===== src/sv/eba_pkg.sv =====
// Shared types and constants of the eight-bit ALU with flags.
`timescale 1ns / 1ps
`default_nettype none

package eba_pkg;

    // Operation codes
    typedef enum logic [4:0] {
        OP_ADD   = 5'd0,
        OP_ADC   = 5'd1,
        OP_SUB   = 5'd2,
        OP_SBC   = 5'd3,
        OP_AND   = 5'd4,
        OP_XOR   = 5'd5,
        OP_OR    = 5'd6,
        OP_CP    = 5'd7,
        OP_INC   = 5'd8,
        OP_DEC   = 5'd9,
        OP_RLCA  = 5'd10,
        OP_RRCA  = 5'd11,
        OP_RLA   = 5'd12,
        OP_RRA   = 5'd13,
        OP_DAA   = 5'd14,
        OP_CPL   = 5'd15,
        OP_SCF   = 5'd16,
        OP_CCF   = 5'd17,
        OP_ADD16 = 5'd18
    } t_alu_op;

    // Flag bit positions
    localparam int unsigned FLAG_C  = 0;
    localparam int unsigned FLAG_N  = 1;
    localparam int unsigned FLAG_PV = 2;
    localparam int unsigned FLAG_H  = 4;
    localparam int unsigned FLAG_Z  = 6;

    // Flag masks
    localparam logic [7:0] MASK_SZ53 = 8'hA8;  // sign and undocumented bits
    localparam logic [7:0] MASK_53   = 8'h28;  // undocumented bits 5 and 3
    localparam logic [7:0] MASK_53C  = 8'h29;  // bits 5, 3 and carry
    localparam logic [7:0] MASK_SZPV = 8'hC4;  // sign, zero, parity/overflow
    localparam logic [7:0] MASK_SZPC = 8'hC5;  // sign, zero, parity/overflow, carry
    localparam logic [7:0] MASK_NOPV = 8'hFB;  // all but parity/overflow
    localparam logic [7:0] MASK_HN   = 8'h12;  // half carry and subtract

    // One input item
    typedef struct packed {
        logic [15:0] pair_addend;
        logic [15:0] pair_in;
        logic [7:0]  flags_in;
        logic [7:0]  operand;
        logic [7:0]  acc_in;
        logic [4:0]  operation;
    } t_alu_req;

    // One result item
    typedef struct packed {
        logic [15:0] pair_out;
        logic [7:0]  flags_out;
        logic [7:0]  result;
    } t_alu_rsp;

endpackage

`default_nettype wire


===== src/sv/eba_alu.sv =====
// Combinational datapath of the eight-bit ALU: result, flag byte and pair.
`timescale 1ns / 1ps
`default_nettype none

module eba_alu
    import eba_pkg::*;
(
    input  wire t_alu_req i_req,
    output t_alu_rsp      o_rsp
);

    typedef struct packed {
        logic [7:0] flags;
        logic [7:0] res;
    } t_arith;

    // 8-bit add with carry in and full flag set
    function automatic t_arith add8(input logic [7:0] a, input logic [7:0] z,
                                    input logic c);
        logic [8:0] y;
        logic [4:0] h;
        t_arith     o;
        y = {1'b0, a} + {1'b0, z} + {8'b0, c};
        h = {1'b0, a[3:0]} + {1'b0, z[3:0]} + {4'b0, c};
        o.res = y[7:0];
        o.flags = (y[7:0] & MASK_SZ53) | {7'b0, y[8]};
        o.flags[FLAG_H]  = h[4];
        o.flags[FLAG_PV] = ~(a[7] ^ z[7]) & (y[7] ^ a[7]);
        o.flags[FLAG_Z]  = (y[7:0] == 8'h00);
        return o;
    endfunction

    // 8-bit subtract with borrow in and full flag set
    function automatic t_arith sub8(input logic [7:0] a, input logic [7:0] z,
                                    input logic c);
        logic [8:0] y;
        t_arith     o;
        y = {1'b0, a} - {1'b0, z} - {8'b0, c};
        o.res = y[7:0];
        o.flags = (y[7:0] & MASK_SZ53) | {7'b0, y[8]};
        o.flags[FLAG_N]  = 1'b1;
        o.flags[FLAG_H]  = {1'b0, a[3:0]} < ({1'b0, z[3:0]} + {4'b0, c});
        o.flags[FLAG_PV] = (a[7] ^ z[7]) & (y[7] ^ a[7]);
        o.flags[FLAG_Z]  = (y[7:0] == 8'h00);
        return o;
    endfunction

    always_comb begin
        logic [7:0] a;
        logic [7:0] x;
        logic [7:0] f;
        logic       cy;
        logic [7:0] r;
        logic [7:0] incr;
        logic [8:0] lo;
        logic [8:0] hi;
        logic [4:0] hn;
        t_arith     ar;

        a    = i_req.acc_in;
        x    = i_req.operand;
        f    = i_req.flags_in;
        cy   = f[FLAG_C];
        r    = 8'h00;
        incr = 8'h00;
        lo   = 9'h000;
        hi   = 9'h000;
        hn   = 5'h00;
        ar   = '0;

        // unused codes pass everything through
        o_rsp.result    = a;
        o_rsp.flags_out = f;
        o_rsp.pair_out  = i_req.pair_in;

        unique case (t_alu_op'(i_req.operation))
            OP_ADD, OP_ADC: begin
                ar = add8(a, x, (i_req.operation == OP_ADC) ? cy : 1'b0);
                o_rsp.result    = ar.res;
                o_rsp.flags_out = ar.flags;
            end
            OP_SUB, OP_SBC: begin
                ar = sub8(a, x, (i_req.operation == OP_SBC) ? cy : 1'b0);
                o_rsp.result    = ar.res;
                o_rsp.flags_out = ar.flags;
            end
            OP_CP: begin
                // flags of the difference, accumulator unchanged
                ar = sub8(a, x, 1'b0);
                o_rsp.flags_out = ar.flags;
            end
            OP_AND, OP_XOR, OP_OR: begin
                if (i_req.operation == OP_AND) begin
                    r = a & x;
                end else if (i_req.operation == OP_XOR) begin
                    r = a ^ x;
                end else begin
                    r = a | x;
                end
                o_rsp.result    = r;
                o_rsp.flags_out = r & MASK_SZ53;
                o_rsp.flags_out[FLAG_Z] = (r == 8'h00);
                o_rsp.flags_out[FLAG_H] = (i_req.operation == OP_AND);
            end
            OP_INC: begin
                r = x + 8'd1;
                o_rsp.result    = r;
                o_rsp.flags_out = (r & MASK_SZ53) | {7'b0, cy};
                o_rsp.flags_out[FLAG_H]  = (r[3:0] == 4'h0);
                o_rsp.flags_out[FLAG_Z]  = (r == 8'h00);
                o_rsp.flags_out[FLAG_PV] = (r == 8'h80);
            end
            OP_DEC: begin
                r = x - 8'd1;
                o_rsp.result    = r;
                o_rsp.flags_out = (r & MASK_SZ53) | {7'b0, cy};
                o_rsp.flags_out[FLAG_N]  = 1'b1;
                o_rsp.flags_out[FLAG_H]  = (x[3:0] == 4'h0);
                o_rsp.flags_out[FLAG_Z]  = (r == 8'h00);
                o_rsp.flags_out[FLAG_PV] = (r == 8'h7F);
            end
            OP_RLCA: begin
                r = {a[6:0], a[7]};
                o_rsp.result    = r;
                o_rsp.flags_out = (f & MASK_SZPV) | (r & MASK_53C);
            end
            OP_RRCA: begin
                r = {a[0], a[7:1]};
                o_rsp.result    = r;
                o_rsp.flags_out = (f & MASK_SZPV) | (r & MASK_53) | {7'b0, a[0]};
            end
            OP_RLA: begin
                r = {a[6:0], cy};
                o_rsp.result    = r;
                o_rsp.flags_out = (f & MASK_SZPV) | (r & MASK_53) | {7'b0, a[7]};
            end
            OP_RRA: begin
                r = {cy, a[7:1]};
                o_rsp.result    = r;
                o_rsp.flags_out = (f & MASK_SZPV) | (r & MASK_53) | {7'b0, a[0]};
            end
            OP_DAA: begin
                // pick the correction from H, C and the two nibbles
                if (f[FLAG_H] || (a[3:0] > 4'd9)) begin
                    incr[3:0] = 4'h6;
                end
                if (cy || (a[7:4] > 4'd9)) begin
                    incr[7:4] = 4'h6;
                end
                if (f[FLAG_N]) begin
                    ar = sub8(a, incr, 1'b0);
                end else begin
                    if ((a > 8'h90) && (a[3:0] > 4'd9)) begin
                        incr[7:4] = 4'h6;
                    end
                    ar = add8(a, incr, 1'b0);
                end
                o_rsp.result    = ar.res;
                o_rsp.flags_out = (ar.flags | {7'b0, cy}) & MASK_NOPV;
            end
            OP_CPL: begin
                r = ~a;
                o_rsp.result    = r;
                o_rsp.flags_out = (f & MASK_SZPC) | (r & MASK_53) | MASK_HN;
            end
            OP_SCF: begin
                o_rsp.flags_out = (f & MASK_SZPV) | (a & MASK_53) | 8'h01;
            end
            OP_CCF: begin
                o_rsp.flags_out = (f & MASK_SZPV) | (a & MASK_53) | {7'b0, ~cy};
                o_rsp.flags_out[FLAG_H] = cy;
            end
            OP_ADD16: begin
                // low byte, then high byte with half carry out of bit 11
                lo = {1'b0, i_req.pair_in[7:0]} + {1'b0, i_req.pair_addend[7:0]};
                hi = {1'b0, i_req.pair_in[15:8]} + {1'b0, i_req.pair_addend[15:8]}
                   + {8'b0, lo[8]};
                hn = {1'b0, i_req.pair_in[11:8]} + {1'b0, i_req.pair_addend[11:8]}
                   + {4'b0, lo[8]};
                o_rsp.flags_out = (f & MASK_SZPV) | (hi[7:0] & MASK_53) | {7'b0, hi[8]};
                o_rsp.flags_out[FLAG_H] = hn[4];
                o_rsp.pair_out = {hi[7:0], lo[7:0]};
            end
            default: begin
            end
        endcase
    end

endmodule

`default_nettype wire


===== src/sv/eight_bit_alu_with_flags_unit.sv =====
// Top level of the eight-bit ALU with flags: input register, datapath, result register.
`timescale 1ns / 1ps
`default_nettype none

// Eight-bit ALU with Z80-style flags (S Z 5 H 3 P/V N C from bit 7 down) and a
// 16-bit pair add. No state is kept between items. An item is taken into the
// input register, goes through one combinational pass of the datapath and
// lands in the result register, and the block takes one new item in every
// cycle while the output is not stalled. Only the output side holds the flow:
// when the result register is held by a stalled consumer, the input register
// fills and then input ready drops.
module eight_bit_alu_with_flags_unit
    import eba_pkg::*;
(
    input  wire         i_clk,
    input  wire         i_rst_n,
    // input stream
    input  wire         i_s_axis_tvalid,
    output logic        o_s_axis_tready,
    // [4:0] operation, [12:5] acc_in, [20:13] operand, [28:21] flags_in,
    // [44:29] pair_in, [60:45] pair_addend, [63:61] zero
    input  wire  [63:0] i_s_axis_tdata,
    // result stream
    output logic        o_m_axis_tvalid,
    input  wire         i_m_axis_tready,
    // [7:0] result, [15:8] flags_out, [31:16] pair_out
    output logic [31:0] o_m_axis_tdata
);

    t_alu_req r_req;
    logic     r_req_vld;
    t_alu_rsp r_rsp;
    logic     r_rsp_vld;
    t_alu_rsp n_rsp;
    logic     w_adv;

    // stage moves forward when the result register is free or being taken
    assign w_adv           = !r_rsp_vld || i_m_axis_tready;
    assign o_s_axis_tready = !r_req_vld || w_adv;

    // datapath
    eba_alu u_alu (
        .i_req (r_req),
        .o_rsp (n_rsp)
    );

    // valid bits
    always_ff @(posedge i_clk) begin
        if (!i_rst_n) begin
            r_req_vld <= 1'b0;
            r_rsp_vld <= 1'b0;
        end else begin
            if (o_s_axis_tready) begin
                r_req_vld <= i_s_axis_tvalid;
            end
            if (w_adv) begin
                r_rsp_vld <= r_req_vld;
            end
        end
    end

    // payload registers
    always_ff @(posedge i_clk) begin
        if (o_s_axis_tready && i_s_axis_tvalid) begin
            r_req <= t_alu_req'(i_s_axis_tdata[60:0]);
        end
        if (w_adv && r_req_vld) begin
            r_rsp <= n_rsp;
        end
    end

    assign o_m_axis_tvalid = r_rsp_vld;
    assign o_m_axis_tdata  = r_rsp;

endmodule

`default_nettype wire


===== config.mk =====
export PLATFORM = sky130hd
export DESIGN_NAME = eight_bit_alu_with_flags_unit
export DESIGN_NICKNAME = d
export VERILOG_FILES = /design/src/sv/eba_pkg.sv /design/src/sv/eba_alu.sv /design/src/sv/eight_bit_alu_with_flags_unit.sv
export SDC_FILE = /design/constraint.sdc
export NUM_CORES = 1
export LEC_CHECK = 0
export BUFFER_PORTS_ARGS = -buffer_cell sky130_fd_sc_hd__buf_2
export CORE_AREA = 3 3 133 135
export DETAILED_ROUTE_END_ITERATION = 10
export DIE_AREA = 0 0 136 138
export PLACE_DENSITY = 0.75
export SLEW_MARGIN = 20
export SYNTH_ARGS = -nofsm -noshare
export SYNTH_HDL_FRONTEND = slang
export SYNTH_SLANG_ARGS = --single-unit

===== constraint.sdc =====
create_clock -name i_clk -period 10.7 [get_ports i_clk]
set_input_delay 1.07 -clock i_clk [delete_from_list [all_inputs] [get_ports i_clk]]
set_output_delay 1.07 -clock i_clk [all_outputs]
set_load 0.05 [all_outputs]

==> metrics.csv, run 1 <==
metric,value,unit
status,finished clean,
worst min-delay path class,flop to flop,
Critical Path Fanout Max,4,
Sink Count,95,
GR Overflow Total,0,
multiplexer area fraction after synthesis,3.46,%
"Core Util, Final",50.1,%
RSZ-0062 raised after global routing,false,
"Top FF cell, synth",edfxtp_1,
Adder-Cell Fraction of Synth Area,12.3,%
CTS resizes,0,
placed instance area,0.00802,mm^2
xor/xnor share of the synthesized area,5.65,%
DP Wirelength,15500,um
vias in the first global route,5737,
hold-critical path depth,1,
"EDFF count, synth",93,
setup bufs post-CTS,0,
Total Routing Usage GR,21.7,%
Worst VDD drop,0.000104,V
dpl ws,6.06,ns
global-route wire length before repair,31800,um
final worst path period need,4.72,ns
GPL Wtd Cong,0.985,
Critical Path End,o_m_axis_tdata[8]$_DFFE_PP_,
clk slew on worst S/H paths,0.07,ns
switch share,32.7,%
critical path data required time,10.77,ns
Comb power frac,26.7,%
Power Total,0.00104,W
CP Launch Point,r_req[29]$_DFFE_PP_,
Syn Std Cell Area,0.00741,mm^2
vias per inst,5.98,
Die Wd,136,um
crit path launch type,flop,
initial antenna violation count,0,
WL final,20400,um
post-synthesis sequential area ratio,38.2,%
Critical R2R Capture,o_m_axis_tdata[8]$_DFFE_PP_,
internal power,0.000701,W
layout cells sized above 1,18.9,%
I/O Buffers,98,
leakage,3.27,nW
drt wl/cell,19.6,um
largest family of logic cells by synthesized area,compound AO/OA/AOI/OAI gates,
largest net degree at the start of global routing,50,
Max clock buf depth,2,
root buf cell,clkbuf_16,
Skew-Pair Late Insertion Delay,0.36,ns
crit end category,flop,
Final Instance Area,0.00831,mm^2
"Setup violations, final",0,
worst endpoint data arrival time,4.79,ns
DRC,0,
period utilization,44.1,%
Flop pwr share,44.0,%
ant diodes,0,
crit path kind,flop to flop,
number of hold buffers added after CTS,0,
Post-Synthesis Net Count,882,
IO Pins,102,
core area,0.0166,mm^2
initial DRC count,803,
Die Y-Extent,138,um
Clock Power Share,29.3,%
NetSw,0.000341,W
compound-gate portion of the synthesized area,19.3,%
worst rel slew slack,29.1,%
final setup slack of the worst path,5.98,ns
final net count,956,
syn_area_per_cell,9.94,um^2
asr flop ratio synth,0,%
routed via count,6246,
drt pass-1 iters,6,
clock skew,0.00831,ns
synth warn,0,
Fmax,212,MHz
CTS Buf Count,9,
r2r setup slk,5.98,ns
# rows,47,
clock tree from TritonCTS,built,
Yosys reg bits,95,
htree depth,3,
Initial Util,44.7,%
synthesized instance count,746,
max_cap viols,0,
r2r worst-path depth,18,
Max Slew Vio Count,0,
Die ar.,0.0188,mm^2
Pwr Density,125,mW/mm^2
area grow syn2layout,12.1,%
Final Hold Viols,0,
worst-margin pin slew,1.06,ns
Synth cell types,84,
reg2reg start,r_req[29]$_DFFE_PP_,
simple-gate share of the synthesized area,16.5,%
ANT nets after route,0,
setup TNS,0,ns
power by group through the flow:
stage | sequential [W] | clock (W) | combinational, W
2_1_floorplan | 0.000479 | 0 | 0.000188
3_5_place_dp | 0.000466 | 0 | 0.000272
5_1_grt | 0.000461 | 0.000328 | 0.000302
3_3_place_gp | 0.000465 | 0 | 0.000269
6_report | 0.000459 | 0.000305 | 0.000278
4_1_cts | 0.000458 | 0.000314 | 0.000274
cells in the mapped netlist (5+ instances only):
cell | count | share of area (%)
a21o_1 | 6 | 0.61
nor2_1 | 48 | 2.4
o21a_1 | 6 | 0.61
a31oi_1 | 8 | 0.68
nand2_1 | 59 | 3.0
o221ai_1 | 5 | 0.59
o22ai_1 | 15 | 1.3
ha_1 | 60 | 10
fa_1 | 8 | 2.2
nand3_1 | 16 | 1.1
nand4_1 | 10 | 0.84
mux2_2 | 5 | 0.76
nor2b_1 | 14 | 1.2
nand2b_1 | 8 | 0.68
mux2i_1 | 20 | 2.7
or2_2 | 9 | 0.76
a21oi_1 | 46 | 3.1
clkbuf_1 | 24 | 1.2
nor4_1 | 8 | 0.68
xor2_1 | 11 | 1.3
a211oi_1 | 7 | 0.71
o21bai_1 | 9 | 0.91
o211ai_1 | 5 | 0.51
and3_1 | 6 | 0.51
nor3_1 | 20 | 1.4
edfxtp_1 | 93 | 38
and2_1 | 7 | 0.59
or3_1 | 6 | 0.51
xnor2_1 | 35 | 4.1
inv_1 | 34 | 1.7
o21ai_0 | 31 | 2.1
a211o_1 | 9 | 1.1
routing by layer:
metal	vias up	wire, um	GRT usage [%]
li1	2942	-	-
met1	2926	8810	30.9
met2	328	9050	32.3
met3	50	1840	5.01
met4	0	732	8.17
met5	-	0	0
worst min path at each step:
| stage | to | start | slack (ns) |
|---|---|---|---|
| final | o_m_axis_tvalid$_SDFFE_PN0P_ | r_req_vld$_SDFFE_PN0N_ | 0.54 |
| after global routing | o_m_axis_tvalid$_SDFFE_PN0P_ | r_req_vld$_SDFFE_PN0N_ | 0.58 |
| after CTS | o_m_axis_tvalid$_SDFFE_PN0P_ | r_req_vld$_SDFFE_PN0N_ | 0.53 |
| after detailed placement | o_m_axis_tvalid$_SDFFE_PN0P_ | r_req_vld$_SDFFE_PN0N_ | 0.51 |
| after global placement | o_m_axis_tvalid$_SDFFE_PN0P_ | r_req_vld$_SDFFE_PN0N_ | 0.51 |
| after floorplan | o_m_axis_tvalid$_SDFFE_PN0P_ | r_req_vld$_SDFFE_PN0N_ | 0.48 |
stage by stage:
stage,hold WS [ns],std cells
global route,0.576,1045
finish,0.538,1045
CTS,0.532,1045
floorplan,0.477,746
global placement,0.508,1029
detailed placement,0.510,1029
cell type report:
class | count | area [um^2]
tap | 220 | 275
sequential | 95 | 2830
fill | 1518 | 8270
clock inverter | 7 | 55.1
clock buffer | 9 | 225
timing repair buffer | 103 | 528
inverter | 35 | 131
multi-input combinational | 576 | 4260
worst max-delay path, stage by stage, from the launching register on:
cell and delay (ns):
edfxtp_1 0.39, ha_1 0.24, fa_1 0.42, a21o_1 0.18, a21oi_1 0.26, o21bai_1 0.11, a21oi_1 0.25, nor2b_1 0.09
o21ai_0 0.15, nand2b_1 0.09, fa_1 0.42, fa_1 0.45, a21o_1 0.18, a21oi_1 0.34, o21ai_0 0.16, o211ai_1 0.13
a211oi_1 0.13, a211oi_1 0.25, o211ai_1 0.16
cell families after synthesis:
logic type,Yosys count
xor gates and xnor gates,47
adders and majority gates,68
AOI/OAI and AO/OA,200
DFF,95
muxes,25
buffers and inverters,75
and+or+nand+nor,236
cells in the final DEF, fill, tap and decap left out, types with 7 or more instances in the layout:
cell type | Yosys | layout
inv_1 | 34 | 34
ha_1 | 60 | 60
a211o_1 | 9 | 9
clkbuf_16 | 0 | 9
nand2_1 | 59 | 59
nor2_1 | 48 | 48
a21oi_1 | 46 | 46
nand3_1 | 16 | 16
xor2_1 | 11 | 11
nor4_1 | 8 | 8
a211oi_1 | 7 | 7
or2_2 | 9 | 9
mux2i_1 | 20 | 20
fa_1 | 8 | 8
nor2b_1 | 14 | 13
edfxtp_1 | 93 | 93
nand2b_1 | 8 | 8
xnor2_1 | 35 | 35
o22ai_1 | 15 | 15
o21ai_0 | 31 | 31
nor3_1 | 20 | 20
nand4_1 | 10 | 10
o21bai_1 | 9 | 9
buf_2 | 3 | 98
a31oi_1 | 8 | 8
flip-flops by register name, summed over array words and instances, names as in the netlist:
signal	cells
r_req	61
r_req_vld	1
o_m_axis_tdata	32
o_m_axis_tvalid	1
Power figures use the tool's default switching activity.
==> inputs of run 2 (changes only) <==
Settings changed: PLACE_DENSITY 0.75 to 0.77.
Clock period 10.7 ns to 4.2 ns, I/O delays scaled along.
==> run 2 against run 1 <==
Fmax is 19% higher; non-clock buffer count is 22 higher; register-to-register slack worse by 5.7 ns; global-route usage is 1.2 points higher; critical endpoint is now o_m_axis_tdata[12]$_DFFE_PP_; cell count is 2.0% higher; clock power is 140% higher; total power grew to 2.5 times the previous value; combinational power grew to 2.8 times the previous value; first-iteration DRC count is 15% lower; hold slack worse by 0.30 ns.
==> metrics.csv, run 2 (synthesized netlist as in run 1, its figures left out) <==
metric,value,unit,change
crit end category,flop,,unchanged
area grow syn2layout,14.2,%,was 12.1%
core area,0.0166,mm^2,unchanged
Sequential cell area,0.00283,mm^2,unchanged
period utilization,94.4,%,was 44.1%
dpl ws,-0.0337,ns,was 6.06 ns
vias in the first global route,6039,,was 5737
crit path launch type,flop,,unchanged
htree depth,3,,unchanged
worst min-delay path class,input port to flop,,was flop to flop
worst hold margin,0.236,ns,was 0.538 ns
Flop pwr share,43.1,%,was 44.0%
max_cap viols,0,,unchanged
Sink Count,95,,unchanged
layout cells sized above 1,21.3,%,was 18.9%
worst endpoint data arrival time,4.03,ns,was 4.79 ns
largest net degree at the start of global routing,62,,was 50
clock tree from TritonCTS,built,,unchanged
clk slew on worst S/H paths,0.06,ns,was 0.07 ns
Worst VDD drop,0.000259,V,was 0.000104 V
Die Y-Extent,138,um,unchanged
Die ar.,0.0188,mm^2,unchanged
Initial Util,44.7,%,unchanged
internal power,0.00179,W,was 0.000701 W
switch share,32.3,%,was 32.7%
Total Routing Usage GR,22.9,%,was 21.7%
Max clock buf depth,2,,unchanged
status,finished clean,,unchanged
most frequent cells in the layout,"buf_2, edfxtp_1, ha_1",,unchanged
RSZ-0062 raised after global routing,false,,unchanged
Comb power frac,29.1,%,was 26.7%
Fmax,252,MHz,was 212 MHz
hold-critical path depth,1,,unchanged
DP Wirelength,16300,um,was 15500 um
WL final,21400,um,was 20400 um
CTS Buf Count,9,,unchanged
post-route insts no fill,1066,,was 1045
IO Pins,102,,unchanged
Cells after DPL,1050,,was 1029
"Setup violations, final",0,,unchanged
final setup slack of the worst path,0.237,ns,was 5.98 ns
DRC,0,,unchanged
Final Hold Viols,0,,unchanged
Pwr Density,313,mW/mm^2,was 125 mW/mm^2
drt pass-1 iters,5,,was 6
vias per inst,6.01,,was 5.98
Skew-Pair Late Insertion Delay,0.35,ns,was 0.36 ns
NetSw,0.000856,W,was 0.000341 W
GPL Wtd Cong,0.992,,was 0.985
worst rel slew slack,26.3,%,was 29.1%
I/O Buffers,98,,unchanged
Multi-input gate area,0.00427,mm^2,was 0.00426 mm^2
layout filler cell count,1519,,was 1518
final worst path period need,3.96,ns,was 4.72 ns
root buf cell,clkbuf_16,,unchanged
GR Overflow Total,0,,unchanged
global-route wire length before repair,33300,um,was 31800 um
initial antenna violation count,1,,was 0
Critical Path Fanout Max,3,,was 4
routed via count,6403,,was 6246
number of flip-flops in the largest register,61,,unchanged
ANT nets after route,0,,unchanged
leakage,3.36,nW,was 3.27 nW
"leading cell type in the layout, fill and taps excluded",buf_2,,unchanged
final net count,978,,was 956
initial DRC count,684,,was 803
clock skew,0.00846,ns,was 0.00831 ns
Top reg by flops,r_req,,unchanged
critical path data required time,4.26,ns,was 10.77 ns
drt wl/cell,20.0,um,was 19.6 um
# rows,47,,unchanged
r2r worst-path depth,17,,was 18
crit path kind,flop to flop,,unchanged
Die Wd,136,um,unchanged
worst-margin pin slew,1.09,ns,was 1.06 ns
Max Slew Vio Count,0,,unchanged
Clock Power Share,27.9,%,was 29.3%
## run 2: cell count changes in the layout (fill, tap and decap cells not counted), moves of 2 or more
cell	delta
fa_1	-2
a21oi_1	-3
buf_4	+22
fa_2	+2
a21oi_2	+3
## run 2: cell type report
| cell class | instances | area share [%] |
|---|---|---|
| inverter | 35 | 1.55 |
| clock inverter | 5 | 0.414 |
| timing repair buffer | 125 | 8.19 |
| antenna | 1 | 0.0296 |
| sequential | 95 | 33.5 |
| multi-input combinational | 576 | 50.5 |
| tap | 220 | 3.25 |
| clock buffer | 9 | 2.66 |
## run 2: per-layer routing
metal	vias up	share of wire (%)	global-route usage, %
met5	-	0	0
met4	0	2.9	7.90
met3	40	9.7	6.25
met2	331	46	35.1
met1	3039	42	31.2
li1	2993	-	-
## run 2: path summary, 6_finish.rpt
kind / start / endpoint / slack [ns]
worst max-delay path: r_req[29]$_DFFE_PP_ / o_m_axis_tdata[12]$_DFFE_PP_ / 0.24
worst min-delay path: i_s_axis_tdata[11] / r_req[11]$_DFFE_PP_ / 0.24
worst max register to register: r_req[29]$_DFFE_PP_ / o_m_axis_tdata[12]$_DFFE_PP_ / 0.24
worst min register to register: r_req_vld$_SDFFE_PN0N_ / o_m_axis_tvalid$_SDFFE_PN0P_ / 0.53
## run 2: power by group through the flow
| stage | combinational, W | sequential, W | clock [W] |
|---|---|---|---|
| after floorplan | 0.000479 | 0.00122 | 0 |
| after global placement | 0.000735 | 0.00116 | 0 |
| after detailed placement | 0.000746 | 0.00116 | 0 |
| after CTS | 0.000753 | 0.00114 | 0.000756 |
| after global routing | 0.000834 | 0.00115 | 0.000788 |
| final | 0.000769 | 0.00114 | 0.000737 |
## run 2: critical path: stages, from the launching register on
cell      delay [ns]
edfxtp_1        0.39
ha_1            0.24
fa_1            0.41
a21o_1          0.19
a21oi_2         0.16
o21bai_1        0.12
a21oi_2         0.19
nor2b_1         0.06
o21ai_0         0.15
nand2b_1        0.09
fa_2            0.36
fa_2            0.38
a21o_1          0.18
a21oi_2         0.15
buf_4           0.14
o221ai_1        0.13
nor3_1          0.23
a31oi_1         0.10
## run 2: repair_timing
item	4_1_cts	5_1_grt
setup endpoints to repair	2	3
gates resized for setup	2	3
setup buffers	0	1
hold buffers	0	0
pin swaps	1	2
## run 2: through the flow
| stage | cell area (um^2) | total power (W) | TNS (ns) | util [%] |
|---|---|---|---|---|
| floorplan | 7410 | 0.00170 | 0 | - |
| global placement | 8180 | 0.00189 | 0 | 49.3 |
| detailed placement | 8180 | 0.00191 | -0.0337 | 49.3 |
| CTS | 8450 | 0.00265 | 0 | 50.9 |
| global route | 8470 | 0.00277 | 0 | 51.1 |
| finish | 8470 | 0.00265 | 0 | 51.1 |
==> inputs of run 3 (changes only) <==
Settings changed: CORE_AREA 3 3 133 135 to 3 3 141 143, DIE_AREA 0 0 136 138 to 0 0 144 146, PLACE_DENSITY 0.77 to 0.69, SLEW_MARGIN 20 to unset.
Clock period 4.2 ns to 4.5 ns, I/O delays scaled along.
==> run 3 against run 2 <==
First-iteration DRC count up 7.6%; largest power group unchanged; non-clock buffer count is 6 lower; clock power rose by 9.9%; hold slack gained 0.017 ns; critical endpoint is now o_m_axis_tdata[8]$_DFFE_PP_; via count fell by 1.9%; total power down 2.5%; design area increased by 0.19%; cell count increased by 0.84%; critical path type unchanged; utilization shrank 5.7 points.
==> metrics.csv, run 3 (synthesized netlist as in run 1, its figures left out) <==
metric,value,unit,change
reg2reg start,r_req[29]$_DFFE_PP_,,unchanged
vias in the first global route,5936,,was 6039
period utilization,93.0,%,was 94.4%
vias per inst,5.85,,was 6.01
Total Routing Usage GR,20.4,%,was 22.9%
WL final,21500,um,was 21400 um
status,finished clean,,unchanged
largest net degree at the start of global routing,62,,unchanged
final worst path period need,4.19,ns,was 3.96 ns
final setup slack of the worst path,0.314,ns,was 0.237 ns
worst rel slew slack,29.8,%,was 26.3%
# rows,50,,was 47
Power Total,0.00258,W,was 0.00265 W
Max clock buf depth,2,,unchanged
final net count,972,,was 978
GR Overflow Total,0,,unchanged
GPL Wtd Cong,0.974,,was 0.992
RSZ-0062 raised after global routing,false,,unchanged
Sink Count,95,,unchanged
Worst VDD drop,0.000258,V,was 0.000259 V
dpl ws,0.125,ns,was -0.0337 ns
layout filler cell count,1763,,was 1519
worst endpoint data arrival time,4.29,ns,was 4.03 ns
layout cells sized above 1,20.8,%,was 21.3%
ANT nets after route,0,,unchanged
crit end category,flop,,unchanged
Final Hold Viols,0,,unchanged
"Setup violations, final",0,,unchanged
most frequent cells in the layout,"buf_2, edfxtp_1, ha_1",,unchanged
Die ar.,0.0210,mm^2,was 0.0188 mm^2
Top reg by flops,r_req,,unchanged
number of flip-flops in the largest register,61,,unchanged
initial DRC count,736,,was 684
core area,0.0187,mm^2,was 0.0166 mm^2
area grow syn2layout,14.4,%,was 14.2%
worst-margin pin slew,1.04,ns,was 1.09 ns
Sequential cell area,0.00283,mm^2,unchanged
worst min-delay path class,input port to flop,,unchanged
number of hold buffers added after CTS,0,,unchanged
worst hold margin,0.253,ns,was 0.236 ns
Initial Util,39.6,%,was 44.7%
crit path launch type,flop,,unchanged
setup TNS,0,ns,unchanged
Fmax,239,MHz,was 252 MHz
clock tree from TritonCTS,built,,unchanged
Critical R2R Capture,o_m_axis_tdata[8]$_DFFE_PP_,,was o_m_axis_tdata[12]$_DFFE_PP_
Max Slew Vio Count,0,,unchanged
I/O Buffers,98,,unchanged
Pwr Density,304,mW/mm^2,was 313 mW/mm^2
"leading cell type in the layout, fill and taps excluded",buf_2,,unchanged
initial antenna violation count,0,,was 1
DP Wirelength,16500,um,was 16300 um
Die Y-Extent,146,um,was 138 um
global-route wire length before repair,33400,um,was 33300 um
crit path kind,flop to flop,,unchanged
root buf cell,clkbuf_16,,unchanged
clk slew on worst S/H paths,0.08,ns,was 0.06 ns
Die Wd,144,um,was 136 um
DRC,0,,unchanged
"Core Util, Final",45.4,%,was 51.1%
routed via count,6284,,was 6403
Critical Path Fanout Max,2,,was 3
leakage,3.36,nW,about the same
r2r setup slk,0.31,ns,was 0.24 ns
CTS Buf Count,9,,unchanged
r2r worst-path depth,18,,was 17
critical path data required time,4.60,ns,was 4.26 ns
clock skew,0.0182,ns,was 0.00846 ns
drt wl/cell,20.0,um,about the same
IO Pins,102,,unchanged
ant diodes,0,,was 1
CTS resizes,0,,was 2
Skew-Pair Late Insertion Delay,0.37,ns,was 0.35 ns
Critical Path End,o_m_axis_tdata[8]$_DFFE_PP_,,was o_m_axis_tdata[12]$_DFFE_PP_
drt pass-1 iters,6,,was 5
htree depth,3,,unchanged
max_cap viols,0,,unchanged
Multi-input gate area,0.00427,mm^2,about the same
CP Launch Point,r_req[29]$_DFFE_PP_,,unchanged
setup bufs post-CTS,0,,unchanged
## run 3: final cells by class
class / count / area share [%]
inverters: 35 / 1.55
multi-input cells: 576 / 50.3
well taps: 234 / 3.45
clock inverters: 7 / 0.988
repair buffers: 119 / 7.64
clock buffers: 9 / 2.65
flip-flops and latches: 95 / 33.4
## run 3: metrics by stage
stage / cell area (um^2) / instances
after detailed placement: 8160 / 1059
final: 8480 / 1075
after floorplan: 7410 / 746
after CTS: 8470 / 1075
after global routing: 8480 / 1075
after global placement: 8160 / 1059
## run 3: power breakdown
group	switching, W	internal (W)
combinational	0.000441	0.000262
clock	0.000366	0.000444
sequential	0.0000353	0.00103
total	0.000842	0.00174
## run 3: per-layer routing
| metal | vias to the layer above | wire length (um) | GRT usage (%) |
|---|---|---|---|
| met5 | - | 0 | 0 |
| met4 | 0 | 760 | 8.80 |
| met3 | 55 | 1630 | 3.52 |
| met2 | 306 | 9640 | 30.6 |
| met1 | 2953 | 9460 | 28.9 |
| li1 | 2970 | - | - |
## run 3: worst min-delay path by stage
stage          slack, ns                            to  cells after the start                   start
2_1_floorplan       0.48  o_m_axis_tvalid$_SDFFE_PN0P_                      1  r_req_vld$_SDFFE_PN0N_
3_3_place_gp        0.52  o_m_axis_tvalid$_SDFFE_PN0P_                      1  r_req_vld$_SDFFE_PN0N_
3_5_place_dp        0.52  o_m_axis_tvalid$_SDFFE_PN0P_                      1  r_req_vld$_SDFFE_PN0N_
4_1_cts             0.24           r_req[22]$_DFFE_PP_                      1      i_s_axis_tdata[22]
5_1_grt             0.25           r_req[22]$_DFFE_PP_                      1      i_s_axis_tdata[22]
6_report            0.25           r_req[22]$_DFFE_PP_                      1      i_s_axis_tdata[22]
## run 3: worst max-delay path: stages (launching register included)
cell and delay, ns:
edfxtp_1 0.39, ha_1 0.25, fa_1 0.41, a21o_1 0.19
a21oi_2 0.20, o21bai_1 0.12, a21oi_2 0.19, nor2b_1 0.06
o21ai_0 0.15, nand2b_1 0.09, fa_1 0.43, fa_2 0.40
a21o_1 0.19, a21oi_2 0.15, o21ai_0 0.10, o211ai_1 0.11
a211oi_1 0.12, a211oi_1 0.26, o211ai_1 0.12
